<file path="config.mk">
export PLATFORM = sky130hd
export DESIGN_NAME = packet_link_statistics_core_flat
export DESIGN_NICKNAME = d
export VERILOG_FILES = /design/src/sv/plsc_pkg.sv /design/src/sv/plsc_if.sv /design/src/sv/packet_link_statistics_core.sv /design/src/flat_wrapper.sv
export SDC_FILE = /design/constraint.sdc
export NUM_CORES = 1
export LEC_CHECK = 0
export BUFFER_PORTS_ARGS = -buffer_cell sky130_fd_sc_hd__buf_2
export CORE_ASPECT_RATIO = 0.8
export CORE_UTILIZATION = 55
export CTS_CLUSTER_SIZE = 24
export DETAILED_ROUTE_END_ITERATION = 16
export PLACE_DENSITY = 0.75
export RECOVER_POWER = 100
export SYNTH_ARGS = -nofsm -noshare
export SYNTH_HDL_FRONTEND = slang
export SYNTH_SLANG_ARGS = --single-unit
</file>
<file path="constraint.sdc">
create_clock -name clk -period 10.9 [get_ports clk]
set_input_delay 0.545 -clock clk [delete_from_list [all_inputs] [get_ports clk]]
set_output_delay 0.545 -clock clk [all_outputs]
set_load 0.005 [all_outputs]
</file>
<file path="src/sv/plsc_pkg.sv">
// shared types and constants of the packet link statistics block
`timescale 1ns / 1ps
`default_nettype none

package plsc_pkg;

  // field widths
  localparam int MODE_W  = 2;
  localparam int LEN_W   = 9;
  localparam int BYTE_W  = 8;
  localparam int SEQ_W   = 16;
  localparam int RSSI_W  = 9;
  localparam int TIME_W  = 32;
  localparam int CNT_W   = 32;
  localparam int SUM_W   = 42;

  // one quotient bit per divider step over the whole running sum
  localparam int DIV_STEPS = SUM_W;
  localparam int STEP_W    = $clog2(DIV_STEPS);

  // largest average magnitude: all packets at the most negative rssi
  localparam int RSSI_MAG_MAX = 256;

  // default receive buffer size in bytes
  localparam int BUFFER_BYTES_DEF = 256;

  // event kinds
  typedef enum logic [MODE_W-1:0] {
    MODE_GOOD  = 2'd0,
    MODE_CRC   = 2'd1,
    MODE_CLEAR = 2'd2,
    MODE_NONE  = 2'd3
  } mode_t;

endpackage

`default_nettype wire

</file>
<file path="src/sv/plsc_if.sv">
// valid/ready channels for receive events and statistics items
`timescale 1ns / 1ps
`default_nettype none

interface plsc_in_if
  import plsc_pkg::*;
();
  logic                     valid;
  logic                     ready;
  logic [MODE_W-1:0]        mode;
  logic [LEN_W-1:0]         packet_length;
  logic [BYTE_W-1:0]        seq_low_byte;
  logic [BYTE_W-1:0]        seq_high_byte;
  logic signed [RSSI_W-1:0] rssi_dbm;
  logic [TIME_W-1:0]        now_ms;

  modport source (output valid, mode, packet_length, seq_low_byte, seq_high_byte,
                  rssi_dbm, now_ms, input ready);
  modport sink   (input valid, mode, packet_length, seq_low_byte, seq_high_byte,
                  rssi_dbm, now_ms, output ready);
endinterface

interface plsc_out_if
  import plsc_pkg::*;
();
  logic                     valid;
  logic                     ready;
  logic                     packet_accepted;
  logic [SEQ_W-1:0]         echo_seq;
  logic signed [RSSI_W-1:0] echo_rssi;
  logic [TIME_W-1:0]        delta_ms;
  logic [LEN_W-1:0]         echo_length;
  logic [CNT_W-1:0]         received_total;
  logic [CNT_W-1:0]         lost_total;
  logic [CNT_W-1:0]         crc_error_total;
  logic signed [RSSI_W-1:0] rssi_minimum;
  logic signed [RSSI_W-1:0] rssi_average;
  logic signed [RSSI_W-1:0] rssi_maximum;

  modport source (output valid, packet_accepted, echo_seq, echo_rssi, delta_ms,
                  echo_length, received_total, lost_total, crc_error_total,
                  rssi_minimum, rssi_average, rssi_maximum, input ready);
  modport sink   (input valid, packet_accepted, echo_seq, echo_rssi, delta_ms,
                  echo_length, received_total, lost_total, crc_error_total,
                  rssi_minimum, rssi_average, rssi_maximum, output ready);
endinterface

`default_nettype wire

</file>
<file path="src/sv/packet_link_statistics_core.sv">
// packet link statistics: counters, rssi tracking and bit-serial average
//
// Usage: in_if carries one receive event per item (good packet, crc/read
// error, or clear statistics). For every accepted item exactly one item
// leaves on out_if, carrying the per-packet echo fields and the statistics
// as they stand after this event. A good packet counts only when its length
// is 1 to BUFFER_BYTES; otherwise nothing changes and it is reported as not
// accepted.
// Sequence: counters update in the accept cycle, the START state loads the
// divider, then a restoring divider shifts the 42-bit running sum through one
// quotient bit per cycle over its 42 steps, and the HOLD state parks the
// result until the output register frees. The 42-step divider sets the rate:
// no new item is taken until the last one has left the divider and HOLD.
// in_if.ready is high only while no item is in the divider.
// Reset (synchronous, rst_n low) zeroes all counters, marks, the running
// sum, the sequence history and the stored packet time, and empties the
// output register.
// A stalled receiver holds the output item; a finished item then waits in
// the core and no new item is taken until the output register frees.
`timescale 1ns / 1ps
`default_nettype none

module packet_link_statistics_core
  import plsc_pkg::*;
#(
  parameter int BUFFER_BYTES = BUFFER_BYTES_DEF
) (
  input  wire          clk,
  input  wire          rst_n,
  plsc_in_if.sink      in_if,
  plsc_out_if.source   out_if
);

  typedef enum logic [3:0] {
    ST_IDLE  = 4'b0001,
    ST_START = 4'b0010,
    ST_DIV   = 4'b0100,
    ST_HOLD  = 4'b1000
  } state_t;

  localparam logic [CNT_W-1:0] CNT_MAX = '1;

  // control and statistics state
  state_t                   state_r, state_nxt;
  logic [CNT_W-1:0]         rx_cnt_r, rx_cnt_nxt;
  logic [CNT_W-1:0]         crc_cnt_r, crc_cnt_nxt;
  logic [CNT_W-1:0]         lost_cnt_r, lost_cnt_nxt;
  logic signed [RSSI_W-1:0] low_r, low_nxt;
  logic signed [RSSI_W-1:0] high_r, high_nxt;
  logic signed [SUM_W-1:0]  sum_r, sum_nxt;
  logic [SEQ_W-1:0]         prev_seq_r, prev_seq_nxt;
  logic                     prev_valid_r, prev_valid_nxt;
  logic [TIME_W-1:0]        last_time_r, last_time_nxt;
  logic [STEP_W-1:0]        bit_cnt_r, bit_cnt_nxt;
  logic                     out_valid_r, out_valid_nxt;

  // divider datapath and pending echo fields
  logic [CNT_W-1:0]         rem_r, rem_nxt;
  logic [SUM_W-1:0]         quo_r, quo_nxt;
  logic [CNT_W-1:0]         dvs_r, dvs_nxt;
  logic                     neg_r, neg_nxt;
  logic signed [RSSI_W-1:0] avg_r, avg_nxt;
  logic                     res_acc_r, res_acc_nxt;
  logic [SEQ_W-1:0]         res_seq_r, res_seq_nxt;
  logic signed [RSSI_W-1:0] res_rssi_r, res_rssi_nxt;
  logic [TIME_W-1:0]        res_delta_r, res_delta_nxt;
  logic [LEN_W-1:0]         res_len_r, res_len_nxt;

  // output register
  logic                     o_acc_r;
  logic [SEQ_W-1:0]         o_seq_r;
  logic signed [RSSI_W-1:0] o_rssi_r;
  logic [TIME_W-1:0]        o_delta_r;
  logic [LEN_W-1:0]         o_len_r;
  logic [CNT_W-1:0]         o_rx_r, o_lost_r, o_crc_r;
  logic signed [RSSI_W-1:0] o_low_r, o_avg_r, o_high_r;

  // event decode
  logic                     in_fire;
  logic                     pkt_ok;
  logic                     seq_present;
  logic [SEQ_W-1:0]         seq;
  logic [SEQ_W-1:0]         gap;
  logic [CNT_W:0]           lost_sum;
  logic                     out_free;
  logic                     load_out;

  // divider step
  logic [SUM_W-1:0]         sum_mag;
  logic [CNT_W:0]           div_shift;
  logic [CNT_W+1:0]         div_diff;
  logic [SUM_W-1:0]         quo_step;
  logic [CNT_W-1:0]         rem_step;
  logic [RSSI_W-1:0]        q_low;

  assign in_if.ready = (state_r == ST_IDLE);
  assign in_fire     = in_if.valid && in_if.ready;
  assign out_free    = !out_valid_r || out_if.ready;
  assign load_out    = (state_r == ST_HOLD) && out_free;

  // good packet with a usable length
  assign pkt_ok      = (mode_t'(in_if.mode) == MODE_GOOD) && (in_if.packet_length != '0)
                    && (32'(in_if.packet_length) <= BUFFER_BYTES);
  assign seq_present = (in_if.packet_length >= LEN_W'(2));
  assign seq         = seq_present ? {in_if.seq_high_byte, in_if.seq_low_byte} : '0;
  assign gap         = seq - prev_seq_r - SEQ_W'(1);
  assign lost_sum    = {1'b0, lost_cnt_r} + (CNT_W + 1)'(gap);

  // one restoring division step
  assign sum_mag   = sum_r[SUM_W-1] ? $unsigned(-sum_r) : $unsigned(sum_r);
  assign div_shift = {rem_r, quo_r[SUM_W-1]};
  assign div_diff  = {1'b0, div_shift} - {2'b00, dvs_r};
  assign rem_step  = div_diff[CNT_W+1] ? div_shift[CNT_W-1:0] : div_diff[CNT_W-1:0];
  assign quo_step  = {quo_r[SUM_W-2:0], !div_diff[CNT_W+1]};
  assign q_low     = quo_step[RSSI_W-1:0];

  // next-state logic
  always_comb begin
    state_nxt      = state_r;
    rx_cnt_nxt     = rx_cnt_r;
    crc_cnt_nxt    = crc_cnt_r;
    lost_cnt_nxt   = lost_cnt_r;
    low_nxt        = low_r;
    high_nxt       = high_r;
    sum_nxt        = sum_r;
    prev_seq_nxt   = prev_seq_r;
    prev_valid_nxt = prev_valid_r;
    last_time_nxt  = last_time_r;
    bit_cnt_nxt    = bit_cnt_r;
    rem_nxt        = rem_r;
    quo_nxt        = quo_r;
    dvs_nxt        = dvs_r;
    neg_nxt        = neg_r;
    avg_nxt        = avg_r;
    res_acc_nxt    = res_acc_r;
    res_seq_nxt    = res_seq_r;
    res_rssi_nxt   = res_rssi_r;
    res_delta_nxt  = res_delta_r;
    res_len_nxt    = res_len_r;

    case (state_r)
      ST_IDLE: begin
        if (in_fire) begin
          res_acc_nxt   = 1'b0;
          res_seq_nxt   = '0;
          res_rssi_nxt  = '0;
          res_delta_nxt = '0;
          res_len_nxt   = '0;
          if (pkt_ok) begin
            // statistics update for an accepted packet
            res_acc_nxt   = 1'b1;
            res_seq_nxt   = seq;
            res_rssi_nxt  = in_if.rssi_dbm;
            res_len_nxt   = in_if.packet_length;
            res_delta_nxt = (last_time_r != '0) ? (in_if.now_ms - last_time_r) : '0;
            last_time_nxt = in_if.now_ms;
            if ((rx_cnt_r == '0) || (in_if.rssi_dbm < low_r)) begin
              low_nxt = in_if.rssi_dbm;
            end
            if ((rx_cnt_r == '0) || (in_if.rssi_dbm > high_r)) begin
              high_nxt = in_if.rssi_dbm;
            end
            if (rx_cnt_r != CNT_MAX) begin
              rx_cnt_nxt = rx_cnt_r + CNT_W'(1);
              sum_nxt    = sum_r + SUM_W'(in_if.rssi_dbm);
            end
            if (seq_present) begin
              if (prev_valid_r && (seq > prev_seq_r)) begin
                lost_cnt_nxt = lost_sum[CNT_W] ? CNT_MAX : lost_sum[CNT_W-1:0];
              end
              prev_seq_nxt   = seq;
              prev_valid_nxt = 1'b1;
            end
          end else if (mode_t'(in_if.mode) == MODE_CRC) begin
            crc_cnt_nxt = (crc_cnt_r == CNT_MAX) ? crc_cnt_r : crc_cnt_r + CNT_W'(1);
          end else if (mode_t'(in_if.mode) == MODE_CLEAR) begin
            rx_cnt_nxt     = '0;
            crc_cnt_nxt    = '0;
            lost_cnt_nxt   = '0;
            low_nxt        = '0;
            high_nxt       = '0;
            sum_nxt        = '0;
            prev_seq_nxt   = '0;
            prev_valid_nxt = 1'b0;
          end
          state_nxt = ST_START;
        end
      end
      ST_START: begin
        // load |sum| / count into the divider
        rem_nxt     = '0;
        quo_nxt     = sum_mag;
        dvs_nxt     = rx_cnt_r;
        neg_nxt     = sum_r[SUM_W-1];
        bit_cnt_nxt = STEP_W'(DIV_STEPS - 1);
        state_nxt   = ST_DIV;
      end
      ST_DIV: begin
        rem_nxt     = rem_step;
        quo_nxt     = quo_step;
        bit_cnt_nxt = bit_cnt_r - STEP_W'(1);
        if (bit_cnt_r == '0) begin
          if (rx_cnt_r == '0) begin
            avg_nxt = '0;
          end else begin
            avg_nxt = neg_r ? -q_low : q_low;
          end
          state_nxt = ST_HOLD;
        end
      end
      ST_HOLD: begin
        if (out_free) begin
          state_nxt = ST_IDLE;
        end
      end
      default: begin
        state_nxt = ST_IDLE;
      end
    endcase

    // output handshake
    if (load_out) begin
      out_valid_nxt = 1'b1;
    end else if (out_if.ready) begin
      out_valid_nxt = 1'b0;
    end else begin
      out_valid_nxt = out_valid_r;
    end
  end

  // control and statistics registers
  always_ff @(posedge clk) begin
    if (!rst_n) begin
      state_r      <= ST_IDLE;
      rx_cnt_r     <= '0;
      crc_cnt_r    <= '0;
      lost_cnt_r   <= '0;
      low_r        <= '0;
      high_r       <= '0;
      sum_r        <= '0;
      prev_seq_r   <= '0;
      prev_valid_r <= 1'b0;
      last_time_r  <= '0;
      bit_cnt_r    <= '0;
      out_valid_r  <= 1'b0;
    end else begin
      state_r      <= state_nxt;
      rx_cnt_r     <= rx_cnt_nxt;
      crc_cnt_r    <= crc_cnt_nxt;
      lost_cnt_r   <= lost_cnt_nxt;
      low_r        <= low_nxt;
      high_r       <= high_nxt;
      sum_r        <= sum_nxt;
      prev_seq_r   <= prev_seq_nxt;
      prev_valid_r <= prev_valid_nxt;
      last_time_r  <= last_time_nxt;
      bit_cnt_r    <= bit_cnt_nxt;
      out_valid_r  <= out_valid_nxt;
    end
  end

  // divider and result payload registers
  always_ff @(posedge clk) begin
    rem_r       <= rem_nxt;
    quo_r       <= quo_nxt;
    dvs_r       <= dvs_nxt;
    neg_r       <= neg_nxt;
    avg_r       <= avg_nxt;
    res_acc_r   <= res_acc_nxt;
    res_seq_r   <= res_seq_nxt;
    res_rssi_r  <= res_rssi_nxt;
    res_delta_r <= res_delta_nxt;
    res_len_r   <= res_len_nxt;
    if (load_out) begin
      o_acc_r   <= res_acc_r;
      o_seq_r   <= res_seq_r;
      o_rssi_r  <= res_rssi_r;
      o_delta_r <= res_delta_r;
      o_len_r   <= res_len_r;
      o_rx_r    <= rx_cnt_r;
      o_lost_r  <= lost_cnt_r;
      o_crc_r   <= crc_cnt_r;
      o_low_r   <= low_r;
      o_avg_r   <= avg_r;
      o_high_r  <= high_r;
    end
  end

  // output item
  assign out_if.valid           = out_valid_r;
  assign out_if.packet_accepted = o_acc_r;
  assign out_if.echo_seq        = o_seq_r;
  assign out_if.echo_rssi       = o_rssi_r;
  assign out_if.delta_ms        = o_delta_r;
  assign out_if.echo_length     = o_len_r;
  assign out_if.received_total  = o_rx_r;
  assign out_if.lost_total      = o_lost_r;
  assign out_if.crc_error_total = o_crc_r;
  assign out_if.rssi_minimum    = o_low_r;
  assign out_if.rssi_average    = o_avg_r;
  assign out_if.rssi_maximum    = o_high_r;

  // an accepted packet always leaves a nonzero packet count
  a_count_after_packet: assert property (@(posedge clk) disable iff (!rst_n)
    (in_fire && pkt_ok) |=> (rx_cnt_r != '0))
    else $error("packet count zero after an accepted packet");

  // marks stay ordered while packets are counted
  a_marks_ordered: assert property (@(posedge clk) disable iff (!rst_n)
    (rx_cnt_r != '0) |-> (low_r <= high_r))
    else $error("rssi minimum above maximum");

  // the average magnitude never exceeds the rssi range
  a_quotient_bound: assert property (@(posedge clk) disable iff (!rst_n)
    ((state_r == ST_DIV) && (bit_cnt_r == '0) && (rx_cnt_r != '0))
      |-> (quo_step <= SUM_W'(RSSI_MAG_MAX)))
    else $error("average quotient out of range");

  // the core takes no item while one is in the divider
  a_one_item: assert property (@(posedge clk) disable iff (!rst_n)
    in_fire |=> (state_r == ST_START) && !in_if.ready)
    else $error("item taken while busy");

endmodule

`default_nettype wire
</file>
<file path="src/flat_wrapper.sv">
// flat-port wrapper written by rule: the top's interface ports become plain ports
module packet_link_statistics_core_flat import plsc_pkg::*;
#(
  parameter int BUFFER_BYTES = BUFFER_BYTES_DEF
)
  (clk, rst_n, in_if_valid, in_if_mode, in_if_packet_length, in_if_seq_low_byte, in_if_seq_high_byte, in_if_rssi_dbm, in_if_now_ms, in_if_ready, out_if_valid, out_if_packet_accepted, out_if_echo_seq, out_if_echo_rssi, out_if_delta_ms, out_if_echo_length, out_if_received_total, out_if_lost_total, out_if_crc_error_total, out_if_rssi_minimum, out_if_rssi_average, out_if_rssi_maximum, out_if_ready);
  plsc_in_if in_if_i ();
  plsc_out_if out_if_i ();
  input  wire clk;
  input  wire rst_n;
  input wire logic [$bits(in_if_i.valid)-1:0] in_if_valid;
  input wire logic [$bits(in_if_i.mode)-1:0] in_if_mode;
  input wire logic [$bits(in_if_i.packet_length)-1:0] in_if_packet_length;
  input wire logic [$bits(in_if_i.seq_low_byte)-1:0] in_if_seq_low_byte;
  input wire logic [$bits(in_if_i.seq_high_byte)-1:0] in_if_seq_high_byte;
  input wire logic [$bits(in_if_i.rssi_dbm)-1:0] in_if_rssi_dbm;
  input wire logic [$bits(in_if_i.now_ms)-1:0] in_if_now_ms;
  output wire logic [$bits(in_if_i.ready)-1:0] in_if_ready;
  output wire logic [$bits(out_if_i.valid)-1:0] out_if_valid;
  output wire logic [$bits(out_if_i.packet_accepted)-1:0] out_if_packet_accepted;
  output wire logic [$bits(out_if_i.echo_seq)-1:0] out_if_echo_seq;
  output wire logic [$bits(out_if_i.echo_rssi)-1:0] out_if_echo_rssi;
  output wire logic [$bits(out_if_i.delta_ms)-1:0] out_if_delta_ms;
  output wire logic [$bits(out_if_i.echo_length)-1:0] out_if_echo_length;
  output wire logic [$bits(out_if_i.received_total)-1:0] out_if_received_total;
  output wire logic [$bits(out_if_i.lost_total)-1:0] out_if_lost_total;
  output wire logic [$bits(out_if_i.crc_error_total)-1:0] out_if_crc_error_total;
  output wire logic [$bits(out_if_i.rssi_minimum)-1:0] out_if_rssi_minimum;
  output wire logic [$bits(out_if_i.rssi_average)-1:0] out_if_rssi_average;
  output wire logic [$bits(out_if_i.rssi_maximum)-1:0] out_if_rssi_maximum;
  input wire logic [$bits(out_if_i.ready)-1:0] out_if_ready;
  assign in_if_i.valid = in_if_valid;
  assign in_if_i.mode = in_if_mode;
  assign in_if_i.packet_length = in_if_packet_length;
  assign in_if_i.seq_low_byte = in_if_seq_low_byte;
  assign in_if_i.seq_high_byte = in_if_seq_high_byte;
  assign in_if_i.rssi_dbm = in_if_rssi_dbm;
  assign in_if_i.now_ms = in_if_now_ms;
  assign in_if_ready = in_if_i.ready;
  assign out_if_valid = out_if_i.valid;
  assign out_if_packet_accepted = out_if_i.packet_accepted;
  assign out_if_echo_seq = out_if_i.echo_seq;
  assign out_if_echo_rssi = out_if_i.echo_rssi;
  assign out_if_delta_ms = out_if_i.delta_ms;
  assign out_if_echo_length = out_if_i.echo_length;
  assign out_if_received_total = out_if_i.received_total;
  assign out_if_lost_total = out_if_i.lost_total;
  assign out_if_crc_error_total = out_if_i.crc_error_total;
  assign out_if_rssi_minimum = out_if_i.rssi_minimum;
  assign out_if_rssi_average = out_if_i.rssi_average;
  assign out_if_rssi_maximum = out_if_i.rssi_maximum;
  assign out_if_i.ready = out_if_ready;
  packet_link_statistics_core #(.BUFFER_BYTES(BUFFER_BYTES)) u_core (.clk(clk), .rst_n(rst_n), .in_if(in_if_i), .out_if(out_if_i));
endmodule
</file>
==> results.cfg <==
[worst_setup_path]
worst_setup_path_end_kind = flop
worstPathMaxFanout = 47
worst_ep_required_time_ns = 11.42
worstSetupStartpointType = input port
cp_data_arrival_time_ns = 7.50
criticalPathCategory = input port to flop

[sta]
worst_max_slew_pin_slew_ns = 4.61
final-max-slew-violation-count = 836
setup_viol = 0
unrepaired_setup_endpoints_after_global_routing = no
timing.final.crit_period_ns = 6.98
fmax_mhz = 143
fin_worst_skew_ns = 0.0294
hold_viol_final = 0
setup_tns_ns = 0
relSlewSlack = -2.07
post-route-period-util = 0.641

[grt]
groute.layer.met3.usage = 0.0485
number_of_global_route_vias_before_repair = 21800
globalRouteMet1Util = 0.376
globalRouteTotalUtil = 0.268
grt_start_max_net_pins = 93
wire_length_of_the_first_global_routing_pass_um = 117000
total_congestion_overflow = 0
global_route.usage.met2 = 0.414
top_usage_layer = met2
initial_antenna_violation_count = 8

[floorplanning]
design.die.area_um2 = 55100
core.rowCount = 75
core_area_um2 = 52900
fp.dieH_um = 210
initial_core_util = 0.563
io_pins = 264
die_x_um = 262

[finish]
drive_gt1_frac = 0.0789
nFillCells = 4305
final_cells = 3929
layout.cells.most_common = edfxtp_1
synthToLayoutAreaGrowth_pct = 12.4
nets = 3428
final-seq-area_um2 = 15500
multi_input_logic_area_um2 = 13200
layout.cells.most_common_list = edfxtp_1, nand2_1, nor2_1

[clocking]
cts_setup_buffers = 0
clk_root_buffer_cell = clkbuf_16
cts_tree = yes
clock_sink_count = 589
cts-buffers-inserted = 56
holdBufCountCts = 0
clk_path_buf_depth = 3
worstSkewPairLatency_ns = 0.63
clock_tree.htree_level_count = 2
clkSlewWorstSetupHoldPaths_ns = 0.07
cts_resized = 0

[pwr]
p_leak_nw = 12.8
pwr_density_cell_nw_per_um2 = 170
peakVddDrop_mv = 0.120

[place]
io_buffers = 263
place_congestion = 0.918
detailed_place_hpwl_um = 53200
numPlacedInstances = 3817

[logic_synthesis]
average_cell_area_after_synthesis_um2 = 10.1
yosysWarnings = 0
syn_inst = 2945
synth-seq-area-share = 0.521
ys_seq_elements = 589
synth_fp_nets = 3191
total_standard_cell_area_after_synthesis_um2 = 29800
yosys.cell_types.count = 74
edff_count_synth = 373
ys.flop_type = edfxtp_1
ys_async_sr_fraction = 0

[status]
violations = capacitance limit, slew limit
run_status = complete, but fails checks

[routing]
route.detailed.vias_per_inst = 5.83
postRouteWirelength_um = 75000
wire_per_inst_um = 19.1
detailroute.via_count = 22900
drt_first_pass_iters = 7
first_drt_iteration_drcs = 1748
route.detailed.drc = 0
ant_nets = 0

[hold_path]
hold_path.class = input port to flop

[flow_run]
maxCapViolations = 18
worst max-delay path, stage by stage:
cell and delay, ns:
clkbuf_1 0.08, or4_1 0.60, or4_1 0.51, nand3_2 0.09
clkbuf_1 1.67, clkinv_1 0.23, clkbuf_1 1.06, or3_1 0.78
nand2_1 0.12, clkbuf_1 1.42, nor2_1 0.10, and3_1 0.25
path summary, 6_finish.rpt:
| check | endpoint | cells past startpoint | slack, ns | startpoint |
|---|---|---|---|---|
| worst min-delay path | u_core.last_time_r[0] | 3 | 0.17 | in_if_now_ms[0] |
| worst max register to register | u_core.out_if.echo_seq[0] | 4 | 4.68 | u_core.state_r[0] |
| worst max-delay path | u_core.lost_cnt_r[19] | 12 | 3.92 | in_if_packet_length[3] |
| worst min register to register | u_core.out_if.rssi_average[3] | 0 | 0.41 | u_core.avg_r[3] |
power by group:
group / internal [mW] / switching (mW) / total (mW) / leakage (nW)
Sequential: 2.63 / 0.0719 / 2.70 / 5.34
Combinational: 0.291 / 0.590 / 0.881 / 6.48
Clock: 1.23 / 0.870 / 2.10 / 0.976
Total: 4.15 / 1.53 / 5.68 / 12.8
cells by family after synthesis:
group / after synthesis / share of synthesized area
AOI/OAI and AO/OA: 671 / 0.140
buffers and inverters: 262 / 0.0331
adders and majority gates: 174 / 0.0744
xor gates and xnor gates: 208 / 0.0612
and+or+nand+nor: 1012 / 0.160
muxes: 29 / 0.00975
DFF: 589 / 0.521
synthesized netlist by cell type (30+ instances only):
| library cell | n | area [um^2] |
|---|---|---|
| a21o_1 | 62 | 465 |
| nor3_1 | 42 | 210 |
| dfxtp_1 | 216 | 4320 |
| o21ai_0 | 171 | 856 |
| nand4_1 | 39 | 244 |
| nand3_1 | 76 | 380 |
| clkbuf_1 | 99 | 372 |
| a21oi_1 | 213 | 1070 |
| inv_1 | 153 | 574 |
| nand2_1 | 365 | 1370 |
| o21a_1 | 30 | 225 |
| nor4_1 | 34 | 213 |
| and2_1 | 52 | 325 |
| edfxtp_1 | 373 | 11200 |
| xnor2_1 | 79 | 692 |
| ha_1 | 169 | 2110 |
| xor2_1 | 129 | 1130 |
| nor2_1 | 249 | 935 |
metal layers:
| metal | vias to the layer above | share of wire | routed length (um) |
|---|---|---|---|
| li1 | 11100 | - | - |
| met1 | 10900 | 0.45 | 33600 |
| met2 | 789 | 0.45 | 33500 |
| met3 | 158 | 0.072 | 5390 |
| met4 | 4 | 0.033 | 2510 |
| met5 | - | 0.00035 | 26 |
stage by stage:
stage	instance area (um^2)	util	worst slack [ns]	hold slack (ns)	power [mW]
3_5_place_dp	31800	0.600	3.68	0.405	3.61
3_3_place_gp	31800	0.600	3.85	0.401	3.57
2_1_floorplan	29800	-	1.01	0.400	3.35
4_1_cts	33800	0.638	4.30	0.138	5.70
5_1_grt	33500	0.632	3.56	0.159	5.89
6_report	33500	0.632	3.92	0.168	5.68
final cells by class:
cell class | count | share of cell area
multi-input cells | 2094 | 0.396
well taps | 693 | 0.0259
clock buffers | 72 | 0.0477
flip-flops and latches | 589 | 0.464
inverters | 155 | 0.0174
repair buffers | 286 | 0.0372
clock inverters | 34 | 0.0118
diodes | 6 | 0.000449
state kept, by name, summed over array words and instances, names as in the netlist, 16 cells and up:
| signal | flops |
|---|---|
| u_core.out_if.delta_ms | 32 |
| u_core.out_if.echo_seq | 16 |
| u_core.res_seq_r | 16 |
| u_core.last_time_r | 32 |
| u_core.out_if.lost_total | 32 |
| u_core.crc_cnt_r | 32 |
| u_core.dvs_r | 32 |
| u_core.out_if.received_total | 32 |
| u_core.rem_r | 32 |
| u_core.res_delta_r | 32 |
| u_core.rx_cnt_r | 32 |
| u_core.out_if.crc_error_total | 32 |
| u_core.quo_r | 42 |
| u_core.lost_cnt_r | 32 |
| u_core.sum_r | 42 |
| u_core.prev_seq_r | 16 |
(Power assumes the default switching activity.)
